### src/design/assert_macros.svh
// Assertion helpers shared by the RTL. All checks are sampled on clk and
// are masked while rst_n is low.
`ifndef ASSERT_MACROS_SVH
`define ASSERT_MACROS_SVH

// Condition must hold at every clock edge out of reset.
`define ASSERT_ALWAYS(label, cond) \
    label: assert property (@(posedge clk) disable iff (!rst_n) (cond)) \
        else $error("assertion failed: invariant");

// Whenever ante holds, cons must hold in the same cycle.
`define ASSERT_IMPLY(label, ante, cons) \
    label: assert property (@(posedge clk) disable iff (!rst_n) (ante) |-> (cons)) \
        else $error("assertion failed: implication");

`endif

### src/design/wbs_pkg.sv
`timescale 1ns / 1ps

package wbs_pkg;

    localparam int SYM_W = 8;

    // item kinds
    localparam logic [1:0] KIND_DICT  = 2'd0;
    localparam logic [1:0] KIND_TEXT  = 2'd1;
    localparam logic [1:0] KIND_END   = 2'd2;
    localparam logic [1:0] KIND_CLEAR = 2'd3;

    typedef struct packed {
        logic [1:0]       kind;
        logic [SYM_W-1:0] symbol;
        logic             last;
    } wbs_item_t;

    typedef struct packed {
        logic segmentable;
        logic dictionary_dropped;
    } wbs_verdict_t;

    // per-cycle commands broadcast to every cell of the window chain
    typedef struct packed {
        logic shift_text;
        logic shift_load;
        logic clear_reach;
    } wbs_cell_ctrl_t;

endpackage

### src/design/wbs_cell.sv
`timescale 1ns / 1ps

// One window position: text byte and reachability of the position one
// further back, plus one byte of the word being loaded (newest byte in cell 0).
module wbs_cell
    import wbs_pkg::*;
#(
    parameter int IDX   = 0,
    parameter int LEN_W = 6
)
(
    input  logic             clk,
    input  logic             rst_n,
    input  wbs_cell_ctrl_t   ctrl,
    input  logic [SYM_W-1:0] text_in,
    input  logic             reach_in,
    input  logic [SYM_W-1:0] load_in,
    input  logic [SYM_W-1:0] row_char,
    input  logic [LEN_W-1:0] row_len,
    output logic [SYM_W-1:0] text_out,
    output logic             reach_out,
    output logic [SYM_W-1:0] load_out,
    output logic             ok,
    output logic             sel
);

    logic [SYM_W-1:0] text_reg;
    logic [SYM_W-1:0] load_reg;
    logic             reach_reg;

    always_ff @(posedge clk or negedge rst_n)
    begin
        if (!rst_n)
        begin
            reach_reg <= 1'b0;
        end
        else if (ctrl.clear_reach)
        begin
            reach_reg <= 1'b0;
        end
        else if (ctrl.shift_text)
        begin
            reach_reg <= reach_in;
        end
    end

    always_ff @(posedge clk)
    begin
        if (ctrl.shift_text)
        begin
            text_reg <= text_in;
        end
        if (ctrl.shift_load)
        begin
            load_reg <= load_in;
        end
    end

    // positions at or past the word length do not take part
    assign ok        = (row_len <= LEN_W'(IDX)) || (text_reg == row_char);
    // reach_reg is the bit IDX+1 positions back: the start of a word of that length
    assign sel       = reach_reg && (row_len == LEN_W'(IDX + 1));
    assign text_out  = text_reg;
    assign reach_out = reach_reg;
    assign load_out  = load_reg;

endmodule

### config.mk
export PLATFORM = sky130hd
export DESIGN_NAME = wbs_cell
export DESIGN_NICKNAME = d
export VERILOG_FILES = /design/src/design/assert_macros.svh /design/src/design/wbs_pkg.sv /design/src/design/wbs_cell.sv
export SDC_FILE = /design/constraint.sdc
export NUM_CORES = 1
export LEC_CHECK = 0
export BUFFER_PORTS_ARGS = -buffer_cell sky130_fd_sc_hd__buf_2
export CORE_AREA = 4 4 46 48
export CTS_CLUSTER_DIAMETER = 150
export CTS_CLUSTER_SIZE = 10
export DETAILED_ROUTE_END_ITERATION = 10
export DIE_AREA = 0 0 50 52
export PLACE_DENSITY = 0.88
export SYNTH_ARGS = -nofsm -noshare
export SYNTH_HDL_FRONTEND = slang
export SYNTH_SLANG_ARGS = --single-unit
### constraint.sdc
create_clock -name clk -period 1.3 [get_ports clk]
set_input_delay 0.13 -clock clk [delete_from_list [all_inputs] [get_ports clk]]
set_output_delay 0.13 -clock clk [all_outputs]
set_load 0.02 [all_outputs]
# ---- Word level (Yosys, flattened, before mapping)
# Cells that the tools add are included.
dict set report word_totals {
  ff_bits 17
  input_bits 36
  output_inout_bits 19
  elab_cells 11
}
dict set report op_classes {
  n_lt_le_gt_ge 1
  eq_ne 2
  n_mux 2
  n_reduce_logical 3
}
# op count
set op_table {}
lappend op_table {{equality test 8 bit} 1}
lappend op_table {{equality test 6 x 1 -> 1 bit (second input constant)} 1}
lappend op_table {{<= comparator 6 x 1 -> 1 bit (second input constant)} 1}
lappend op_table {{2-to-1 mux 1 bit} 2}
lappend op_table {{nonzero test 2 bit} 1}
lappend op_table {{logical AND 1 bit} 1}
lappend op_table {{logical OR 1 bit} 1}

# ---- Depth between registers and ports, before layout
# Gate-level depths: netlist of run 1.
dict set report depth {
  ltp_word 2
  ltp_mapped 3
  depth_no_buf 3
}

# ---- Worst setup path before layout of run 1
# No wires, ideal clock.
dict set report synth_path {
  path_kind {input -> output}
  startpoint {input row_len[4]}
  endpoint {output sel}
  arrival_ps 1167
  t_required_ps 1170
  slack_ps 3
  cell_stages 2
  path_buffers 0
  path_cell_list {or4_4 > nor3_1}
}
dict set report synth_between {
  elab_chain_cells 2
}
# element line
set synth_lines {}
lappend synth_lines {{start: declaration} wbs_cell.sv:19} ;# input logic [LEN_W-1:0] row_len,
lappend synth_lines {{equality test 6 x 1 -> 1 bit} wbs_cell.sv:62} ;# assign sel = reach_reg && (row_len == LEN_W'(IDX + 1));
lappend synth_lines {{logical AND 1 bit} wbs_cell.sv:62}
lappend synth_lines {{end: declaration} wbs_cell.sv:24} ;# output logic sel
# No other way between the ends.

# ---- Worst setup path after layout of run 1
dict set report layout_path {
  startpoint {register text_reg[1] (netlist: text_out[1])}
  endpoint {output ok}
}
dict set report layout_between {
  elab_chain_cells 2
}
# element line
set layout_lines {}
lappend layout_lines {{start: declaration} wbs_cell.sv:27} ;# logic [SYM_W-1:0] text_reg;
lappend layout_lines {{start signal: assignment} wbs_cell.sv:51} ;# text_reg <= text_in;
lappend layout_lines {{equality test 8 bit} wbs_cell.sv:60} ;# assign ok = (row_len <= LEN_W'(IDX)) || (text_reg == row_char);
lappend layout_lines {{logical OR 1 bit} wbs_cell.sv:60}
lappend layout_lines {{end: declaration} wbs_cell.sv:23} ;# output logic ok,
# No other way between the ends.

==> impl_metrics.yaml, run 1 <==
clock_tree:
  cts_tree: "built"
  cts_buffers: 3
  path_clk_slew_ps: 90
  clock-sinks: 17
  clk_path_buf_depth: 2
  clk_latency_ps: 270
  cts_root_buffer: "clkbuf_4"
  cts_max_level: 1
sta:
  max-slew-margin-rel_pct: 87.04
  grt_setup_unrepaired: "true"
  worst_slew_pin_slew_ps: 194.3
  setup_slack_ps: -126.4
  max_freq_mhz: 701.1
  final_hold_viol_count: 0
  drv_slew: 0
  tns_ps: -126.4
  final-setup-viol-count: 1
  min_period_over_period_pct: 109.7
  finClkSkew_ps: 0
  period_needed_ps: 1426
placed_design:
  place_inst: 112
  routabilityCongestion: 0.6386
  port-buffer-count: 54
worst_setup_path:
  cpMaxStageDelayCell: "edfxtp_1"
  arrival_ps: 1300
  critPathTopFamily: "flip-flops"
  worst_path_largest_cell_delay_ps: 420
  reg2regPathDepth: 2
  path_buf_inv: 1
  crit-reg2reg-launch: "reach_out$_DFFE_PN0P_"
  regToRegSetupSlack_ps: 590
  crit_chain: "xnor2_1 -> nand4_1 -> o32ai_2 -> buf_4"
  path_class: "reg -> out"
  r2r-end: "reach_out$_DFFE_PN0P_"
  path_max_fanout: 2
  required_ps: 1170
  start_kind: "flip-flop"
  cp-end-kind: "output port"
synthesis:
  synth-seq-area-share_pct: 79.22
  syn_nets: 69
  synth_area_sq_um: 638.1
  synth-seq-cells: 17
  yosys_warnings: 0
  syn_avg_cell_area_sq_um: 19.34
  netlist_instances: 33
  yosys.cell_types.count: 10
routing:
  drcViolationCount: 0
  wl_microns: 1473
  final_antenna_net_count: 0
  first_pass_iters: 2
  vias: 545
  dr.first_iter.drc_count: 8
  viasPerCell: 4.360
  post_drt_wl_per_cell_microns: 11.78
run_status:
  status: "finished with violations"
  violations: "negative setup slack"
power:
  p_leak_uw: 0.0004756
  ir_drop_mv: 0.7850
  powerDensity_nw_per_um2: 1076
  p_total_uw: 1152
die:
  initial_utilization_pct: 37.36
  fp.dieW_microns: 50
  rows: 15
  ios: 55
  core_area_sq_um: 1708
  dieArea_sq_um: 2600
  die_h_microns: 52
layout:
  fillers: 128
  nets: 137
  seqCellArea_sq_um: 505.5
  drive_gt1_share_pct: 61.00
  multi_input_area_sq_um: 145.1
  stdcell_count: 125
  antennaDiodeCount: 0
  syn2layout_area_growth_pct: 67.84
run:
  maxCapViolCount: 0
grt:
  overflow: 0
  grt_max_degree: 10
  grt_usage_pct: 12.03
  antenna_found_initial: 0
  grt_pass1_wl_microns: 2297
  first_global_vias: 554
min_path:
  hold_start: "load_in[3]"
  hold_class: "in -> reg"
  worstHoldPathCells: 1
  hold_end: "load_out[3]$_DFFE_PP_"
synthesized netlist by cell type:
| cell | n | area share (%) |
|---|---|---|
| nand2_1 | 1 | 0.59 |
| or4_4 | 1 | 1.8 |
| nor2_1 | 1 | 0.59 |
| nor3_1 | 1 | 0.78 |
| edfxtp_1 | 16 | 75 |
| o32ai_2 | 1 | 2.5 |
| nand4_1 | 2 | 2.0 |
| dfrtp_1 | 1 | 3.9 |
| mux2i_1 | 1 | 1.6 |
| xnor2_1 | 8 | 11 |
routing by layer:
layer	global-route usage (%)	vias up	share of wire [%]
li1	-	261	-
met1	11.74	240	35
met2	20.00	44	48
met3	6.590	0	16
met4	6.912	0	0
met5	0	-	0
logic make-up after synthesis:
group           share of synthesized area, %
compound gates                         2.550
simple gates                           5.684
flops                                  79.21
mux                                    1.569
xor+xnor                               10.98
through the flow:
| stage | setup slack, ps | util, % | cell area, sq um | hold WS, ps |
|---|---|---|---|---|
| floorplan | 3.410 | - | 638.1 | -165.6 |
| global placement | 26.29 | 55.02 | 939.7 | -94.01 |
| detailed placement | 16.90 | 55.02 | 939.7 | -92.97 |
| CTS | -153.7 | 57.88 | 988.4 | 7.929 |
| global route | -219.6 | 62.71 | 1071 | -1.175 |
| finish | -126.4 | 62.71 | 1071 | 24.17 |
report_power, final:
part | internal, uW | leakage, uW | total (uW) | switching [uW]
Clock | 119 | 0.0000150 | 264 | 145
Combinational | 110 | 0.000291 | 221 | 111
Sequential | 646 | 0.000170 | 667 | 20.7
Total | 875 | 0.000476 | 1150 | 277
cell usage in the layout, fill, tap and decap left out:
cell type      count
dlygate4sd3_1      9
edfxtp_1          16
clkbuf_4           3
mux2i_1            1
clkbuf_1           1
buf_2             53
nand4_1            2
nand2_1            1
xnor2_2            1
nor3_2             1
buf_4              1
or4_4              1
dfrtp_1            1
o32ai_2            1
xnor2_1            7
nor2_1             1
worst max path at each step:
stage | start | to | cells past startpoint
finish | text_out[1]$_DFFE_PP_ | ok | 4
global route | text_out[2]$_DFFE_PP_ | ok | 4
global placement | row_len[4] | ok | 4
CTS | text_out[2]$_DFFE_PP_ | ok | 4
floorplan | row_len[4] | sel | 2
detailed placement | row_len[4] | ok | 4
layout make-up:
cell class	count	area share, %
repair buffers	63	33.88
flip-flops and latches	17	47.20
well taps	25	2.921
multi-input cells	16	13.55
clock buffers	4	2.453
timing repair:
action	in CTS	in global routing
endpoints found under the hold margin	2	7
pin swaps	0	3
hold buffers	2	7
setup buffers	0	0
setup endpoints to repair	1	2
gates resized for setup	1	2
registers in the layout, indices dropped and copies added (netlist names):
| register | count |
|---|---|
| load_out | 8 |
| text_out | 8 |
| reach_out | 1 |
Power figures use the tool's default switching activity.
==> run 2, diff against run 1 <==
Settings changed: CORE_AREA 4 4 46 48 to 2 2 44 46, DIE_AREA 0 0 50 52 to 0 0 46 48.
==> run 2 against run 1 <==
  * First-iteration DRC count fell by 38%
  * The flow still finishes with violations (negative setup slack)
  * Sequential power about the same
  * Global-route usage down 1.0 points
  * Largest cell class unchanged
  * Register-to-register slack about the same
  * Fmax decreased by 2.3%
==> impl_metrics.yaml, run 2 (synthesis results as in run 1) <==
grt:
  grt_max_degree: 10
  antenna_found_initial: 0
  overflow: 0
  grt_pass1_wl_microns: 1669
  first_global_vias: 455
  grt_usage_pct: 11.00
routing:
  dr.first_iter.drc_count: 5
  wl_microns: 1261
  first_pass_iters: 3
  drcViolationCount: 0
  post_drt_wl_per_cell_microns: 11.46
  viasPerCell: 4.564
  final_antenna_net_count: 0
  vias: 502
sta:
  tns_ps: -160.7
  setup_slack_ps: -160.7
  min_period_over_period_pct: 112.4
  worst_slew_pin_slew_ps: 201.8
  drv_slew: 0
  max-slew-margin-rel_pct: 86.55
  period_needed_ps: 1461
  final-setup-viol-count: 1
  max_freq_mhz: 684.6
  finClkSkew_ps: 0
  final_hold_viol_count: 0
  grt_setup_unrepaired: "true"
worst_setup_path:
  crit-reg2reg-launch: "reach_out$_DFFE_PN0P_"
  cp-end-kind: "output port"
  required_ps: 1170
  crit_start: "text_out[0]$_DFFE_PP_"
  path_max_fanout: 2
  path_class: "reg -> out"
  start_kind: "flip-flop"
  reg2regPathDepth: 2
  arrival_ps: 1330
clock_tree:
  cts_buffers: 3
  cts_root_buffer: "clkbuf_4"
  post_cts_buffers: 0
  clk_path_buf_depth: 2
  path_clk_slew_ps: 90
  cts_max_level: 1
  clk_latency_ps: 270
  cts_tree: "built"
  clock-sinks: 17
run_status:
  status: "finished with violations"
  violations: "negative setup slack"
min_path:
  hold_class: "in -> reg"
  worstHoldPathCells: 1
  hold_start: "text_in[1]"
die:
  dieArea_sq_um: 2208
  ios: 55
  initial_utilization_pct: 37.78
  rows: 15
  fp.dieW_microns: 46
  die_h_microns: 48
  core_area_sq_um: 1689
layout:
  layout_common_cells: "buf_2, edfxtp_1, xnor2_1"
  syn2layout_area_growth_pct: 53.73
  nets: 130
  stdcell_count: 110
  drive_gt1_share_pct: 63.44
  antennaDiodeCount: 0
  fillers: 142
  final_common_cell: "buf_2"
run:
  maxCapViolCount: 0
power:
  ir_drop_mv: 0.5776
  p_leak_uw: 0.0004403
  p_total_uw: 1127
  powerDensity_nw_per_um2: 1148
placed_design:
  port-buffer-count: 54
  routabilityCongestion: 0.6119
  place_inst: 104
==> run 2: changes by cell type in the layout (fill, tap and decap cells not counted), sizes merged <==
cell         change
dlygate4sd3      -7
==> run 2: layout make-up <==
cell class              count  area, sq um  area share [%]
clock buffers               4        26.28           2.679
multi-input cells          16        132.6           13.52
flip-flops and latches     17        505.5           51.53
well taps                  17        21.27           2.168
repair buffers             56        295.3           30.10
==> run 2: timing repair <==
item                       in CTS  in global routing
hold endpoints to repair        2                  0
gates resized for setup         1                  1
setup endpoints to repair       1                  2
gates cloned                    0                  0
pin swaps                       0                  3
hold buffers                    2                  0
==> run 2: worst paths after layout <==
| kind | endpoint | slack, ps |
|---|---|---|
| min reg2reg | reach_out$_DFFE_PN0P_ | 600 |
| max | ok | -160 |
| min in group asynchronous | reach_out$_DFFE_PN0P_ | 160 |
| max reg2reg | reach_out$_DFFE_PN0P_ | 590 |
| min | text_out[1]$_DFFE_PP_ | 20 |
| max in group asynchronous | reach_out$_DFFE_PN0P_ | 1060 |
==> run 2: metrics by stage <==
step | util [%] | area, sq um | hold WS (ps) | worst slack (ps)
final | 58.07 | 980.9 | 23.12 | -160.7
after global routing | 58.07 | 980.9 | 6.076 | -242.4
after CTS | 57.93 | 978.4 | 13.00 | -211.5
after detailed placement | 55.04 | 929.6 | -93.36 | -29.08
after global placement | 55.04 | 929.6 | -95.06 | 5.729
after floorplan | - | 638.1 | -165.6 | 3.410
==> run 2: worst max-delay path, cell delays in order (launching register included) <==
cell and delay [ps]:
edfxtp_1 410, xnor2_1 180, nand4_1 140, o32ai_2 140, buf_4 180
==> run 2: where the power goes <==
part	switching [uW]	internal, uW
clock	145	119
sequential	18.1	646
combinational	106	93.6
==> run 2: per-layer routing <==
metal | up-vias | GRT usage, % | share of wire, %
met2 | 39 | 24.17 | 54
met4 | 0 | 3.429 | 0
li1 | 249 | - | -
met3 | 0 | 3.396 | 12
met1 | 214 | 8.696 | 33
met5 | - | 0 | 0
==> run 3, diff against run 2 <==
Settings changed: PLACE_DENSITY 0.88 to 0.78.
==> run 3 against run 2 <==
  * The run still ends with negative setup slack left
  * Critical path depth is the same
  * Fmax grew 4.2%
  * Critical endpoint unchanged
  * Final cell count grew 6.4%
  * Critical path type unchanged
  * Non-clock buffer count grew 7
  * Largest power group unchanged
  * Flip-flop and latch count is the same
  * Combinational power grew 9.5%
==> impl_metrics.yaml, run 3 (synthesis results as in run 1) <==
run_status:
  status: "finished with violations"
  violations: "negative setup slack"
clock_tree:
  cts_max_level: 1
  clk_path_buf_depth: 2
  cts_buffers: 3
  cts_root_buffer: "clkbuf_4"
  clk_latency_ps: 280
  path_clk_slew_ps: 90
  clock-sinks: 17
  post_cts_buffers: 0
  cts_tree: "built"
die:
  initial_utilization_pct: 37.78
  dieArea_sq_um: 2208
  rows: 15
  fp.dieW_microns: 46
  core_area_sq_um: 1689
  ios: 55
  die_h_microns: 48
routing:
  drcViolationCount: 0
  routed.top_layer: "met4"
  met3WireLength_microns: 178
  met2_length_microns: 679
  vias: 532
  viasPerCell: 4.547
  first_pass_iters: 4
  final_antenna_net_count: 0
  post_drt_wl_per_cell_microns: 11.92
  dr.first_iter.drc_count: 2
  drt-met1-wl_microns: 502
  wl_microns: 1395
worst_setup_path:
  arrival_ps: 1270
  crit_chain: "xnor2_1 -> nand4_1 -> o32ai_2 -> buf_4"
  start_kind: "flip-flop"
  cpMaxStageDelayCell: "edfxtp_1"
  path_class: "reg -> out"
  required_ps: 1170
  regToRegSetupSlack_ps: 610
  crit-reg2reg-launch: "reach_out$_DFFE_PN0P_"
  cp-end-kind: "output port"
  worst_path_largest_cell_delay_ps: 410
  path_max_fanout: 2
  r2r-end: "reach_out$_DFFE_PN0P_"
  reg2regPathDepth: 2
grt:
  grt_usage_pct: 12.97
  grt_pass1_wl_microns: 1856
  first_global_vias: 521
  grt_max_degree: 10
  antenna_found_initial: 0
  overflow: 0
sta:
  holdWs_ps: 18.68
  period_needed_ps: 1402
  tns_ps: -102.2
  max-slew-margin-rel_pct: 86.90
  setup_slack_ps: -102.2
  finClkSkew_ps: 0
  grt_setup_unrepaired: "true"
  final-setup-viol-count: 1
  max_freq_mhz: 713.2
  worst_slew_pin_slew_ps: 196.6
  min_period_over_period_pct: 107.9
  drv_slew: 0
  final_hold_viol_count: 0
power:
  combPwrFrac_pct: 19.0
  p_switching_uw: 276.1
  ir_drop_mv: 0.7418
  pwr-share-clk_pct: 23.3
  p_leak_uw: 0.0004695
  switching_share_pct: 24.05
  intPower_uw: 872.1
  p_total_uw: 1148
  powerDensity_nw_per_um2: 1093
  p_seq_share_pct: 57.8
min_path:
  hold_start: "text_in[3]"
  hold_end: "text_out[3]$_DFFE_PP_"
  worstHoldPathCells: 1
  hold_class: "in -> reg"
layout:
  fillers: 142
  syn2layout_area_growth_pct: 64.71
  multi_input_area_sq_um: 132.6
  final_common_cell: "buf_2"
  nets: 137
  drive_gt1_share_pct: 59.00
  layout_common_cells: "buf_2, edfxtp_1, dlygate4sd3_1"
  antennaDiodeCount: 0
  seqCellArea_sq_um: 505.5
placed_design:
  routabilityCongestion: 0.6909
  place_ws_ps: 17.80
  port-buffer-count: 54
run:
  maxCapViolCount: 0
-- run 3: power by group through the flow --
stage	logic, uW	clock network, uW	registers, uW
after floorplan	35.7	0	733
after global placement	194	0	675
after detailed placement	197	0	676
after CTS	202	276	664
after global routing	234	304	671
final	218	267	663
-- run 3: critical path: cells and delay by family, from the launching register on --
family                 cells  cell delay (ps)
flip-flops                 1              410
buffers and inverters      1              180
XOR/XNOR                   1              180
AO/OA/AOI/OAI              1              110
AND/OR/NAND/NOR            1              130
-- run 3: how the worst max path moves through the flow --
stage,end,from,cells past startpoint
final,ok,text_out[3]$_DFFE_PP_,4
after global placement,ok,row_len[4],4
after global routing,ok,text_out[2]$_DFFE_PP_,4
after CTS,ok,text_out[3]$_DFFE_PP_,4
after floorplan,sel,row_len[4],2
after detailed placement,ok,row_len[4],4
-- run 3: cell type report --
type / count / share of cell area (%)
repair buffers: 63 / 34.76
clock buffers: 4 / 2.500
flip-flops and latches: 17 / 48.10
well taps: 17 / 2.024
multi-input cells: 16 / 12.62
-- run 3: what timing repair did --
| item | 4_1_cts | 5_1_grt |
|---|---|---|
| pin swaps | 3 | 0 |
| gates resized for setup | 1 | 1 |
| hold endpoints to repair | 2 | 7 |
| setup endpoints to repair | 1 | 2 |
| hold buffers | 2 | 7 |
-- run 3: stage by stage --
stage          utilization [%]  cells  cell area, sq um
2_1_floorplan                -     33             638.1
3_3_place_gp             55.04    104             929.6
3_5_place_dp             55.04    104             929.6
4_1_cts                  57.93    110             978.4
5_1_grt                  62.22    117              1051
6_report                 62.22    117              1051
-- run 3: per-layer routing --
metal  GRT usage [%]  up-vias
li1                -      262
met4           12.00        0
met5               0        -
met1           10.79      222
met3           4.528        4
met2           23.61       44
